### config.mk
export PLATFORM = sky130hd
export DESIGN_NAME = byte_vm_instruction_executor_core
export DESIGN_NICKNAME = d
export VERILOG_FILES = /design/src/rtl/core/bvm_pkg.sv /design/src/rtl/core/bvm_regfile.sv /design/src/rtl/core/bvm_stack.sv /design/src/rtl/core/bvm_exec.sv /design/src/rtl/core/byte_vm_instruction_executor_core.sv
export SDC_FILE = /design/constraint.sdc
export NUM_CORES = 1
export LEC_CHECK = 0
export ABC_AREA = 1
export BUFFER_PORTS_ARGS = -buffer_cell sky130_fd_sc_hd__buf_2
export CAP_MARGIN = 15
export CORE_MARGIN = 4
export CORE_UTILIZATION = 27
export CTS_BUF_LIST = sky130_fd_sc_hd__clkbuf_2 sky130_fd_sc_hd__clkbuf_4 sky130_fd_sc_hd__clkbuf_8
export CTS_CLUSTER_SIZE = 24
export DETAILED_ROUTE_END_ITERATION = 7
export GPL_ROUTABILITY_DRIVEN = 0
export PLACE_DENSITY = 0.41
export SYNTH_ARGS = -nofsm -noshare
export SYNTH_HDL_FRONTEND = slang
export SYNTH_HIERARCHICAL = 1
export SYNTH_SLANG_ARGS = --single-unit
### constraint.sdc
create_clock -name clk -period 4.95 [get_ports clk]
set_clock_uncertainty 0.1 [all_clocks]
set_input_delay 0.7425 -clock clk [delete_from_list [all_inputs] [get_ports clk]]
set_output_delay 0.7425 -clock clk [all_outputs]
set_load 0.02 [all_outputs]
### src/rtl/core/bvm_pkg.sv
package bvm_pkg;

	localparam int DEF_STACK_DEPTH = 16;
	localparam int DEF_INDEX_WIDTH = 16;
	localparam logic [11:0] START_ADDRESS_RST = 12'd512;

	typedef enum logic [2:0] {
		ST_OK    = 3'd0,
		ST_EXIT  = 3'd1,
		ST_CLS   = 3'd2,
		ST_UNSUP = 3'd3,
		ST_STACK = 3'd4
	} status_t;

	typedef enum logic [3:0] {
		OP_SYS  = 4'h0,
		OP_JP   = 4'h1,
		OP_CALL = 4'h2,
		OP_SE   = 4'h3,
		OP_SNE  = 4'h4,
		OP_SER  = 4'h5,
		OP_LD   = 4'h6,
		OP_ADD  = 4'h7,
		OP_ALU  = 4'h8,
		OP_SNER = 4'h9,
		OP_LDI  = 4'hA,
		OP_JPV  = 4'hB,
		OP_RND  = 4'hC,
		OP_DRW  = 4'hD,
		OP_KEY  = 4'hE,
		OP_MISC = 4'hF
	} op_t;

	typedef enum logic [3:0] {
		ALU_MOV  = 4'h0,
		ALU_OR   = 4'h1,
		ALU_AND  = 4'h2,
		ALU_XOR  = 4'h3,
		ALU_ADD  = 4'h4,
		ALU_SUB  = 4'h5,
		ALU_SHR  = 4'h6,
		ALU_SUBN = 4'h7,
		ALU_SHL  = 4'hE
	} alu_t;

	localparam logic [11:0] SYS_CLS  = 12'h0E0;
	localparam logic [11:0] SYS_RET  = 12'h0EE;
	localparam logic [11:0] SYS_EXIT = 12'h0FD;
	localparam logic [11:0] SYS_HALT = 12'h000;

	localparam logic [7:0] F_LD_DT  = 8'h07;
	localparam logic [7:0] F_SET_DT = 8'h15;
	localparam logic [7:0] F_SET_ST = 8'h18;
	localparam logic [7:0] F_ADD_I  = 8'h1E;

	localparam logic [3:0] REG_VF = 4'hF;
	localparam logic [3:0] REG_V0 = 4'h0;

	typedef struct packed {
		logic [15:0] instruction;
		logic [7:0]  rand_val;
	} item_t;

	typedef struct packed {
		logic [11:0] next_pc;
		logic [2:0]  status;
		logic        reg_write;
		logic [3:0]  dest_reg;
		logic [7:0]  reg_value;
		logic        flag_value;
		logic [15:0] index_value;
		logic [7:0]  delay_value;
		logic [7:0]  sound_value;
	} result_t;

	// Write-back controls from the execute logic.
	typedef struct packed {
		logic        mem_we;
		logic [3:0]  mem_addr;
		logic [7:0]  mem_data;
		logic        vf_we;
		logic [7:0]  vf_data;
		logic        push;
		logic        pop;
		logic [11:0] push_data;
		logic        delay_we;
		logic        sound_we;
		logic        index_we;
	} wb_t;

endpackage

### src/rtl/core/bvm_regfile.sv
module bvm_regfile (
	input  logic       clk,
	input  logic       arst_n,
	input  logic       rd_en,
	input  logic [3:0] rd_addr_a,
	input  logic [3:0] rd_addr_b,
	input  logic       wr_en,
	input  logic [3:0] wr_addr,
	input  logic [7:0] wr_data,
	output logic [7:0] rd_data_a,
	output logic [7:0] rd_data_b
);
	import bvm_pkg::*;

	logic [7:0]  mem [16];
	logic [15:0] valid_q;
	logic [7:0]  rd_a_q, rd_b_q;
	logic        vld_a_q, vld_b_q;
	logic [3:0]  addr_a_q, addr_b_q;
	logic        fwd_we_q;
	logic [3:0]  fwd_addr_q;
	logic [7:0]  fwd_data_q;

	always_ff @(posedge clk) begin
		if (wr_en) begin
			mem[wr_addr] <= wr_data;
		end
		if (rd_en) begin
			rd_a_q <= mem[rd_addr_a];
			rd_b_q <= mem[rd_addr_b];
			fwd_addr_q <= wr_addr;
			fwd_data_q <= wr_data;
			addr_a_q <= rd_addr_a;
			addr_b_q <= rd_addr_b;
		end
	end

	// Entries never written read as zero; valid bits stand in for a clear.
	always_ff @(posedge clk or negedge arst_n) begin
		if (!arst_n) begin
			valid_q  <= '0;
			vld_a_q  <= 1'b0;
			vld_b_q  <= 1'b0;
			fwd_we_q <= 1'b0;
		end else begin
			if (wr_en) begin
				valid_q[wr_addr] <= 1'b1;
			end
			if (rd_en) begin
				vld_a_q  <= valid_q[rd_addr_a];
				vld_b_q  <= valid_q[rd_addr_b];
				fwd_we_q <= wr_en;
			end
		end
	end

	// A write in the same cycle as the read lands after the read; forward it.
	assign rd_data_a = (fwd_we_q && fwd_addr_q == addr_a_q) ? fwd_data_q :
		(vld_a_q ? rd_a_q : 8'd0);
	assign rd_data_b = (fwd_we_q && fwd_addr_q == addr_b_q) ? fwd_data_q :
		(vld_b_q ? rd_b_q : 8'd0);

endmodule

### src/rtl/core/bvm_stack.sv
module bvm_stack #(
	parameter int STACK_DEPTH = bvm_pkg::DEF_STACK_DEPTH,
	localparam int AW = $clog2(STACK_DEPTH)
) (
	input  logic          clk,
	input  logic          arst_n,
	input  logic          rd_en,
	input  logic [AW-1:0] rd_addr,
	input  logic          wr_en,
	input  logic [AW-1:0] wr_addr,
	input  logic [11:0]   wr_data,
	output logic [11:0]   rd_data
);
	import bvm_pkg::*;

	logic [11:0] mem [STACK_DEPTH];
	logic [11:0] rd_q;
	logic [11:0] fwd_data_q;
	logic        fwd_hit_q;

	always_ff @(posedge clk) begin
		if (wr_en) begin
			mem[wr_addr] <= wr_data;
		end
		if (rd_en) begin
			rd_q       <= mem[rd_addr];
			fwd_data_q <= wr_data;
		end
	end

	always_ff @(posedge clk or negedge arst_n) begin
		if (!arst_n) begin
			fwd_hit_q <= 1'b0;
		end else if (rd_en) begin
			fwd_hit_q <= wr_en && (wr_addr == rd_addr);
		end
	end

	assign rd_data = fwd_hit_q ? fwd_data_q : rd_q;

endmodule

### src/rtl/core/bvm_exec.sv
module bvm_exec #(
	parameter int STACK_DEPTH = bvm_pkg::DEF_STACK_DEPTH,
	parameter int INDEX_WIDTH = bvm_pkg::DEF_INDEX_WIDTH,
	localparam int DW = $clog2(STACK_DEPTH + 1)
) (
	input  bvm_pkg::item_t       item,
	input  logic [7:0]           vx,
	input  logic [7:0]           vy,
	input  logic [7:0]           vf,
	input  logic [11:0]          pc,
	input  logic [INDEX_WIDTH-1:0] index_reg,
	input  logic [7:0]           delay_timer,
	input  logic [7:0]           sound_timer,
	input  logic [DW-1:0]        depth,
	input  logic [11:0]          stack_top,
	output logic [INDEX_WIDTH-1:0] index_next,
	output bvm_pkg::wb_t         wb,
	output bvm_pkg::result_t     res
);
	import bvm_pkg::*;

	localparam logic [DW-1:0] DEPTH_FULL = DW'(STACK_DEPTH);

	logic [15:0] ins;
	logic [3:0]  x, n;
	logic [7:0]  kk;
	logic [11:0] nnn;
	logic [11:0] pc_next, pc_seq, pc_skip;
	logic [2:0]  st;
	logic        rw, fw, flag;
	logic [7:0]  rv;
	logic [8:0]  sum9;
	logic [7:0]  vf_after;

	always_comb begin
		ins     = item.instruction;
		x       = ins[11:8];
		n       = ins[3:0];
		kk      = ins[7:0];
		nnn     = ins[11:0];
		pc_seq  = pc + 12'd2;
		pc_skip = pc + 12'd4;
		pc_next = pc_seq;
		st      = ST_OK;
		rw      = 1'b0;
		fw      = 1'b0;
		flag    = 1'b0;
		rv      = 8'd0;
		sum9    = {1'b0, vx} + {1'b0, vy};
		wb      = '0;
		index_next = index_reg;

		case (op_t'(ins[15:12]))
			OP_SYS: begin
				if (nnn == SYS_CLS) begin
					st = ST_CLS;
				end else if (nnn == SYS_RET) begin
					if (depth == '0) begin
						st      = ST_STACK;
						pc_next = pc;
					end else begin
						wb.pop  = 1'b1;
						pc_next = stack_top;
					end
				end else if (nnn == SYS_EXIT || nnn == SYS_HALT) begin
					st      = ST_EXIT;
					pc_next = pc;
				end
			end
			OP_JP: pc_next = nnn;
			OP_CALL: begin
				if (depth >= DEPTH_FULL) begin
					st      = ST_STACK;
					pc_next = pc;
				end else begin
					wb.push      = 1'b1;
					wb.push_data = pc_seq;
					pc_next      = nnn;
				end
			end
			OP_SE:   if (vx == kk) pc_next = pc_skip;
			OP_SNE:  if (vx != kk) pc_next = pc_skip;
			OP_SER:  if (vx == vy) pc_next = pc_skip;
			OP_SNER: if (vx != vy) pc_next = pc_skip;
			OP_LD: begin
				rw = 1'b1;
				rv = kk;
			end
			OP_ADD: begin
				rw = 1'b1;
				rv = vx + kk;
			end
			OP_ALU: begin
				rw = 1'b1;
				case (alu_t'(n))
					ALU_MOV: rv = vy;
					ALU_OR:  rv = vx | vy;
					ALU_AND: rv = vx & vy;
					ALU_XOR: rv = vx ^ vy;
					ALU_ADD: begin
						fw   = 1'b1;
						flag = sum9[8];
						rv   = sum9[7:0];
					end
					ALU_SUB: begin
						fw   = 1'b1;
						flag = vx > vy;
						rv   = vx - vy;
					end
					ALU_SHR: begin
						fw   = 1'b1;
						flag = vx[0];
						rv   = {1'b0, vx[7:1]};
					end
					ALU_SUBN: begin
						fw   = 1'b1;
						flag = vy > vx;
						rv   = vy - vx;
					end
					ALU_SHL: begin
						fw   = 1'b1;
						flag = vx[7];
						rv   = {vx[6:0], 1'b0};
					end
					default: begin
						rw      = 1'b0;
						st      = ST_UNSUP;
						pc_next = pc;
					end
				endcase
			end
			OP_LDI: begin
				wb.index_we = 1'b1;
				index_next  = INDEX_WIDTH'(nnn);
			end
			OP_JPV: pc_next = nnn + {4'd0, vy};
			OP_RND: begin
				rw = 1'b1;
				rv = item.rand_val & kk;
			end
			OP_MISC: begin
				if (kk == F_LD_DT) begin
					rw = 1'b1;
					rv = delay_timer;
				end else if (kk == F_SET_DT) begin
					wb.delay_we = 1'b1;
				end else if (kk == F_SET_ST) begin
					wb.sound_we = 1'b1;
				end else if (kk == F_ADD_I) begin
					wb.index_we = 1'b1;
					index_next  = index_reg + INDEX_WIDTH'(vx);
				end else begin
					st      = ST_UNSUP;
					pc_next = pc;
				end
			end
			OP_DRW, OP_KEY: begin
				st      = ST_UNSUP;
				pc_next = pc;
			end
			default: begin
				st      = ST_UNSUP;
				pc_next = pc;
			end
		endcase

		// VF lives outside the memory; when x is VF the result overwrites the flag.
		wb.mem_we   = rw && (x != REG_VF);
		wb.mem_addr = x;
		wb.mem_data = rv;
		wb.vf_we    = (rw && x == REG_VF) || fw;
		wb.vf_data  = (x == REG_VF) ? rv : {7'd0, flag};
		vf_after    = wb.vf_we ? wb.vf_data : vf;

		res.next_pc     = pc_next;
		res.status      = st;
		res.reg_write   = rw;
		res.dest_reg    = rw ? x : 4'd0;
		res.reg_value   = rv;
		res.flag_value  = vf_after[0];
		res.index_value = 16'(index_next);
		res.delay_value = wb.delay_we ? vx : delay_timer;
		res.sound_value = wb.sound_we ? vx : sound_timer;
	end

endmodule

### src/rtl/core/byte_vm_instruction_executor_core.sv
// Channel  Direction  Handshake                 Payload
// item     in         item_valid/item_stall     item (instruction, rand_val)
// result   out        result_valid/result_stall result (pc, status, register and timer view)
// cfg      in         cfg_valid/cfg_ready       cfg_start_address (12 bits)
//
// One instruction per cycle unless a held result stalls the input; the memories are read
// at the accepting edge, execution follows, and the result register captures the outcome.
// The execute stage writes back at the edge where the next request reads, and a
// forwarding path covers that overlap in both memories.
// Reset clears control state, the register valid bits and VF; the pc loads 512.
// item_stall rises only while a finished result waits and result_stall is high.
module byte_vm_instruction_executor_core #(
	parameter int STACK_DEPTH = bvm_pkg::DEF_STACK_DEPTH,
	parameter int INDEX_WIDTH = bvm_pkg::DEF_INDEX_WIDTH
) (
	input  logic              clk,
	input  logic              arst_n,
	input  logic              item_valid,
	output logic              item_stall,
	input  bvm_pkg::item_t    item,
	output logic              result_valid,
	input  logic              result_stall,
	output bvm_pkg::result_t  result,
	input  logic              cfg_valid,
	output logic              cfg_ready,
	input  logic [11:0]       cfg_start_address
);
	import bvm_pkg::*;

	localparam int DW = $clog2(STACK_DEPTH + 1);
	localparam int AW = $clog2(STACK_DEPTH);

	logic                   accept, fire;
	logic                   valid_s1;
	item_t                  item_s1;
	logic [11:0]            pc_q;
	logic [INDEX_WIDTH-1:0] index_q, index_next;
	logic [7:0]             delay_q, sound_q, vf_q;
	logic [DW-1:0]          depth_q, depth_after;
	logic [3:0]             rd_b_addr;
	logic [7:0]             rf_a, rf_b, vx, vy;
	logic [11:0]            stack_top;
	wb_t                    wb;
	result_t                res;
	result_t                result_q;
	logic                   result_valid_q;

	assign fire       = valid_s1 && (!result_valid_q || !result_stall);
	assign item_stall = valid_s1 && !fire;
	assign accept     = item_valid && !item_stall;
	assign cfg_ready  = 1'b1;

	// Bnnn needs V0 instead of Vy on the second read port.
	assign rd_b_addr = (op_t'(item.instruction[15:12]) == OP_JPV) ? REG_V0 :
		item.instruction[7:4];

	bvm_regfile u_regfile (
		.clk       (clk),
		.arst_n    (arst_n),
		.rd_en     (accept),
		.rd_addr_a (item.instruction[11:8]),
		.rd_addr_b (rd_b_addr),
		.wr_en     (fire && wb.mem_we),
		.wr_addr   (wb.mem_addr),
		.wr_data   (wb.mem_data),
		.rd_data_a (rf_a),
		.rd_data_b (rf_b)
	);

	always_comb begin
		depth_after = depth_q;
		if (fire && wb.push) begin
			depth_after = depth_q + DW'(1);
		end else if (fire && wb.pop) begin
			depth_after = depth_q - DW'(1);
		end
	end

	bvm_stack #(
		.STACK_DEPTH (STACK_DEPTH)
	) u_stack (
		.clk     (clk),
		.arst_n  (arst_n),
		.rd_en   (accept),
		.rd_addr (AW'(depth_after - DW'(1))),
		.wr_en   (fire && wb.push),
		.wr_addr (AW'(depth_q)),
		.wr_data (wb.push_data),
		.rd_data (stack_top)
	);

	assign vx = (item_s1.instruction[11:8] == REG_VF) ? vf_q : rf_a;
	assign vy = (op_t'(item_s1.instruction[15:12]) != OP_JPV &&
		item_s1.instruction[7:4] == REG_VF) ? vf_q : rf_b;

	bvm_exec #(
		.STACK_DEPTH (STACK_DEPTH),
		.INDEX_WIDTH (INDEX_WIDTH)
	) u_exec (
		.item        (item_s1),
		.vx          (vx),
		.vy          (vy),
		.vf          (vf_q),
		.pc          (pc_q),
		.index_reg   (index_q),
		.delay_timer (delay_q),
		.sound_timer (sound_q),
		.depth       (depth_q),
		.stack_top   (stack_top),
		.index_next  (index_next),
		.wb          (wb),
		.res         (res)
	);

	always_ff @(posedge clk) begin
		if (accept) begin
			item_s1 <= item;
		end
		if (fire) begin
			result_q <= res;
		end
	end

	always_ff @(posedge clk or negedge arst_n) begin
		if (!arst_n) begin
			valid_s1       <= 1'b0;
			result_valid_q <= 1'b0;
			pc_q           <= START_ADDRESS_RST;
			index_q        <= '0;
			delay_q        <= '0;
			sound_q        <= '0;
			vf_q           <= '0;
			depth_q        <= '0;
		end else begin
			if (accept) begin
				valid_s1 <= 1'b1;
			end else if (fire) begin
				valid_s1 <= 1'b0;
			end
			if (fire) begin
				result_valid_q <= 1'b1;
			end else if (!result_stall) begin
				result_valid_q <= 1'b0;
			end
			if (cfg_valid && cfg_ready) begin
				pc_q <= cfg_start_address;
			end else if (fire) begin
				pc_q <= res.next_pc;
			end
			if (fire) begin
				depth_q <= depth_after;
				if (wb.index_we) begin
					index_q <= index_next;
				end
				if (wb.delay_we) begin
					delay_q <= vx;
				end
				if (wb.sound_we) begin
					sound_q <= vx;
				end
				if (wb.vf_we) begin
					vf_q <= wb.vf_data;
				end
			end
		end
	end

	assign result_valid = result_valid_q;
	assign result       = result_q;

endmodule

==> summary.md <==
| Metric | Value |
|---|---|
| Slowest-stage cell, CP | `edfxtp_1` |
| Synth Cell Area | `29,200 µm²` |
| Fillcell total | `11,200` |
| Row count | `120` |
| Routed WL | `95.7 mm` |
| Max Buffers Root-to-Sink | `3` |
| Worst R2R Setup Slack | `0.41 ns` |
| Placed Area | `31,500 µm²` |
| Internal | `8.41 mW` |
| R2r worst-path depth | `21` |
| Die W | `337 µm` |
| Reg-to-Reg End | `pc_q[11]$_DFFE_PN0P_` |
| Crit path max fanout | `9` |
| Syn avg cell area | `9.09 µm²` |
| Top-Level Pins | `105` |
| Worst vdd ir | `182 µV` |
| DRC viols | `0` |
| First drt pass iteration count | `5` |
| Async S/R FF share, synth | `14.5%` |
| Initial antenna violation count | `5` |
| GRT Total Usage | `16.6%` |
| Dpl ws | `0.252 ns` |
| Area grow syn2layout | `15.1%` |
| Post-synthesis adder-cell area fraction | `3.02%` |
| Setup WS post-layout | `0.415 ns` |
| Core region area | `107,000 µm²` |
| Simple-gate share of the synthesized area | `21.6%` |
| Post-synthesis compound-gate area fraction | `9.55%` |
| Remaining Overflow, GRT | `0` |
| Sink Count | `544` |
| Crit end category | `flop` |
| Nets | `3,498` |
| Clk pwr share | `38.3%` |
| Tmin final | `4.54 ns` |
| Final worst-path cycle share | `91.6%` |
| Starting Density | `27.2%` |
| Clock transition at the registers of the reported paths | `0.06 ns` |
| CTS tree | `built` |
| Actual slew at the worst max-slew pin | `1.04 ns` |
| CTS buffer count | `100` |
| Layout cells sized above 1 | `14.6%` |
| Seq pwr share | `45.5%` |
| Rel. slew slack | `30.7%` |
| Switch Pwr | `3.51 mW` |
| Main combinational cell family by area after synthesis | `simple AND/OR/NAND/NOR gates` |
| FF-to-FF Start | `u_regfile/fwd_addr_q[2]$_DFFE_PP_` |
| Crit Path Class | `flop to flop` |
| Achievable Freq | `221 MHz` |
| Static Leakage | `14.3 nW` |
| Routed WL per cell | `19.6 µm` |
| Pwr Density | `354 nW/µm²` |
| Final Max Slew Viols | `0` |
| Synth warn | `6` |
| Die footprint | `114,000 µm²` |
| Max Cap Viol | `0` |
| Vias in the first global route | `22,100` |
| Yosys reg bits | `544` |
| H-tree Lvls | `3` |
| Cells after Synth | `3,219` |
| Max incr delay on CP | `0.41 ns` |
| Post-synthesis net count | `3,327` |
| Post-synthesis mux area share | `1.49%` |
| Outcome | `complete, no violations` |
| Worst Setup SP | `u_regfile/fwd_addr_q[2]$_DFFE_PP_` |
| Critical Path Start Type | `flop` |
| Number of synthesized flops with an enable pin | `465` |
| Initial DRC Count | `1,653` |
| Fin. Hold Viols | `0` |
| Combinational fraction of design power | `16.2%` |
| Final setup violation count | `0` |
| Cell variety after synth | `64` |
| Setup total negative slack | `0 ns` |
| First-pass GRT wire length | `143 mm` |
| WP data arrival | `5.02 ns` |
| Dominant synthesized flop cell | `edfxtp_1` |
| RSZ-0062 raised after global routing | `false` |
| CP cell instances | `xor2_1 > nor2_2 > nand3_4 > nand3_1 > nand2_1 > o21ai_0 > inv_1 > inv_1 > ha_1 > nor2_1 > nand2_1 > nor2_1 > nand2_1 > nand2_1 > nand3_1 > nor2_1 > nand3_2 > nand2_1 > nand3_1 > mux2i_1 > a21oi_1` |
| Synth Area in XOR/XNOR | `0.749%` |
| Routed vias/inst | `4.67` |
| Final ANT Viol Nets | `0` |
| Switch share | `29.4%` |
| Root buffer cell | `clkbuf_8` |
| Final Cell Area | `33,700 µm²` |
| Largest net degree at the start of global routing | `83` |
| Post-synthesis sequential area ratio | `54.5%` |
| HP Class | `input port to flop` |
| Via count | `22,800` |
| Crit path top cell by count | `nand2_1` |
| Worst-Skew Late Latency | `0.75 ns` |
| Worst setup path endpoint | `pc_q[11]$_DFFE_PN0P_` |
| Die Ht | `337 µm` |
| CP Data Required Time | `5.44 ns` |
| HPWL Detailed | `67.2 mm` |
| Port bufs | `103` |
==> what timing repair did <==
action	CTS	global route
setup buffers	0	0
hold buffers	3	0
resized for setup	0	5
endpoints found under the hold margin	41	0
setup endpoints to repair	0	20
==> cells in the final DEF, fill, tap and decap left out, types with 6 or more instances in the layout <==
cell type / n
nor2_2: 12
clkbuf_8: 111
o211ai_1: 58
o21ai_2: 8
o221ai_1: 7
fa_1: 6
o21bai_1: 7
nand3_1: 391
bufinv_16: 6
nand2_1: 781
nor2_1: 178
clkinv_1: 25
xor2_1: 20
inv_2: 11
edfxtp_1: 465
mux2_2: 26
buf_2: 101
nand4_1: 33
ha_1: 61
o21ai_1: 15
o21ai_0: 172
nor2_4: 6
a21oi_1: 152
nor3_1: 18
mux2i_1: 12
or2_2: 23
dfrtp_1: 78
o211ai_2: 15
inv_1: 424
o22ai_1: 15
buf_4: 115
clkinv_2: 15
clkbuf_4: 27
==> Yosys cell counts, drive strengths merged, types with 6 or more instances <==
| library cell | number | share of area [%] |
|---|---|---|
| a21oi | 152 | 2.6 |
| o21ai | 195 | 3.4 |
| mux2 | 28 | 1.1 |
| mux2i | 12 | 0.41 |
| clkinv | 8 | 0.10 |
| inv | 438 | 5.6 |
| o22ai | 15 | 0.32 |
| fa | 6 | 0.41 |
| nor3 | 18 | 0.31 |
| edfxtp | 465 | 48 |
| buf | 129 | 3.0 |
| dfrtp | 78 | 6.7 |
| xor2 | 20 | 0.60 |
| or2 | 26 | 0.56 |
| nand3b | 6 | 0.17 |
| clkbuf | 25 | 0.33 |
| ha | 61 | 2.6 |
| nor2 | 196 | 2.7 |
| nand4 | 34 | 0.75 |
| nand3 | 395 | 6.8 |
| o21bai | 7 | 0.18 |
| nand2 | 788 | 10 |
| o221ai | 7 | 0.21 |
| o211ai | 73 | 2.1 |
==> layout make-up <==
type                    instances  area (µm²)  area share [%]
well taps                    1403        1760            5.21
clock buffers                 138        1730            5.14
multi-input cells            2075       10700            31.8
diodes                          3        7.51          0.0223
flip-flops and latches        544       15900            47.4
repair buffers                223        1480            4.39
clock inverters                43         373            1.11
inverters                     446        1680            4.99
==> how the worst min path moves through the flow <==
stage	start	end	slack, ns	cells after the start
after detailed placement	sound_q[6]$_DFFE_PN0P_	sound_q[6]$_DFFE_PN0P_	0.38	2
after global routing	item[3]	item_s1[3]$_DFFE_PP_	0.05	1
final	item[3]	item_s1[3]$_DFFE_PP_	0.10	1
after floorplan	arst_n	delay_q[0]$_DFFE_PN0P_	0.35	0
after CTS	item[3]	item_s1[3]$_DFFE_PP_	0.02	1
after global placement	sound_q[1]$_DFFE_PN0P_	sound_q[1]$_DFFE_PN0P_	0.37	2
==> sequential cells by signal, summed over array words and instances, names as in the netlist, 12 cells and up <==
| name | cells |
|---|---|
| u_stack/mem | 192 |
| u_regfile/mem | 128 |
| result | 61 |
| item_s1 | 24 |
| index_q | 16 |
| u_regfile/valid_q | 16 |
| pc_q | 12 |
| u_stack/fwd_data_q | 12 |
| u_stack/rd_q | 12 |
==> power groups by stage <==
stage | registers (mW) | clock network, mW | logic, mW
2_1_floorplan | 5.53 | 0 | 1.23
3_3_place_gp | 5.52 | 0 | 1.92
3_5_place_dp | 5.51 | 0 | 1.92
4_1_cts | 5.42 | 4.75 | 1.93
5_1_grt | 5.45 | 4.95 | 2.14
6_report | 5.42 | 4.56 | 1.94
==> routing by layer <==
layer	global-route usage [%]	share of wire [%]	vias up
met3	2.83	5.0	142
met4	4.67	2.3	6
met1	23.5	48	10900
li1	-	-	11200
met5	0	0.043	-
met2	26.2	45	578
==> through the flow <==
stage	utilization [%]	power [mW]	hold WS, ns	cells
3_5_place_dp	29.4	7.43	0.380	4688
4_1_cts	31.3	12.1	0.0157	4872
5_1_grt	31.4	12.5	0.0482	4873
3_3_place_gp	29.4	7.44	0.375	4688
2_1_floorplan	-	6.76	0.347	3219
6_report	31.4	11.9	0.103	4875
==> cell families after synthesis <==
kind of cell | count (synthesis)
AOI/OAI and AO/OA | 475
xor gates and xnor gates | 25
and+or+nand+nor | 1467
DFF | 544
other | 1
muxes | 40
adders and majority gates | 67
buffers and inverters | 600
==> worst max-delay path: cells and delay by family (launching register included) <==
family	cells	cell delay, ns
AND/OR/NAND/NOR	14	2.29
multiplexers	1	0.15
adder cells (fa/ha/maj)	1	0.34
AO/OA/AOI/OAI	2	0.40
XOR/XNOR	1	0.17
buffers and inverters	2	0.48
flip-flops	1	0.41
(Power assumes the default switching activity.)
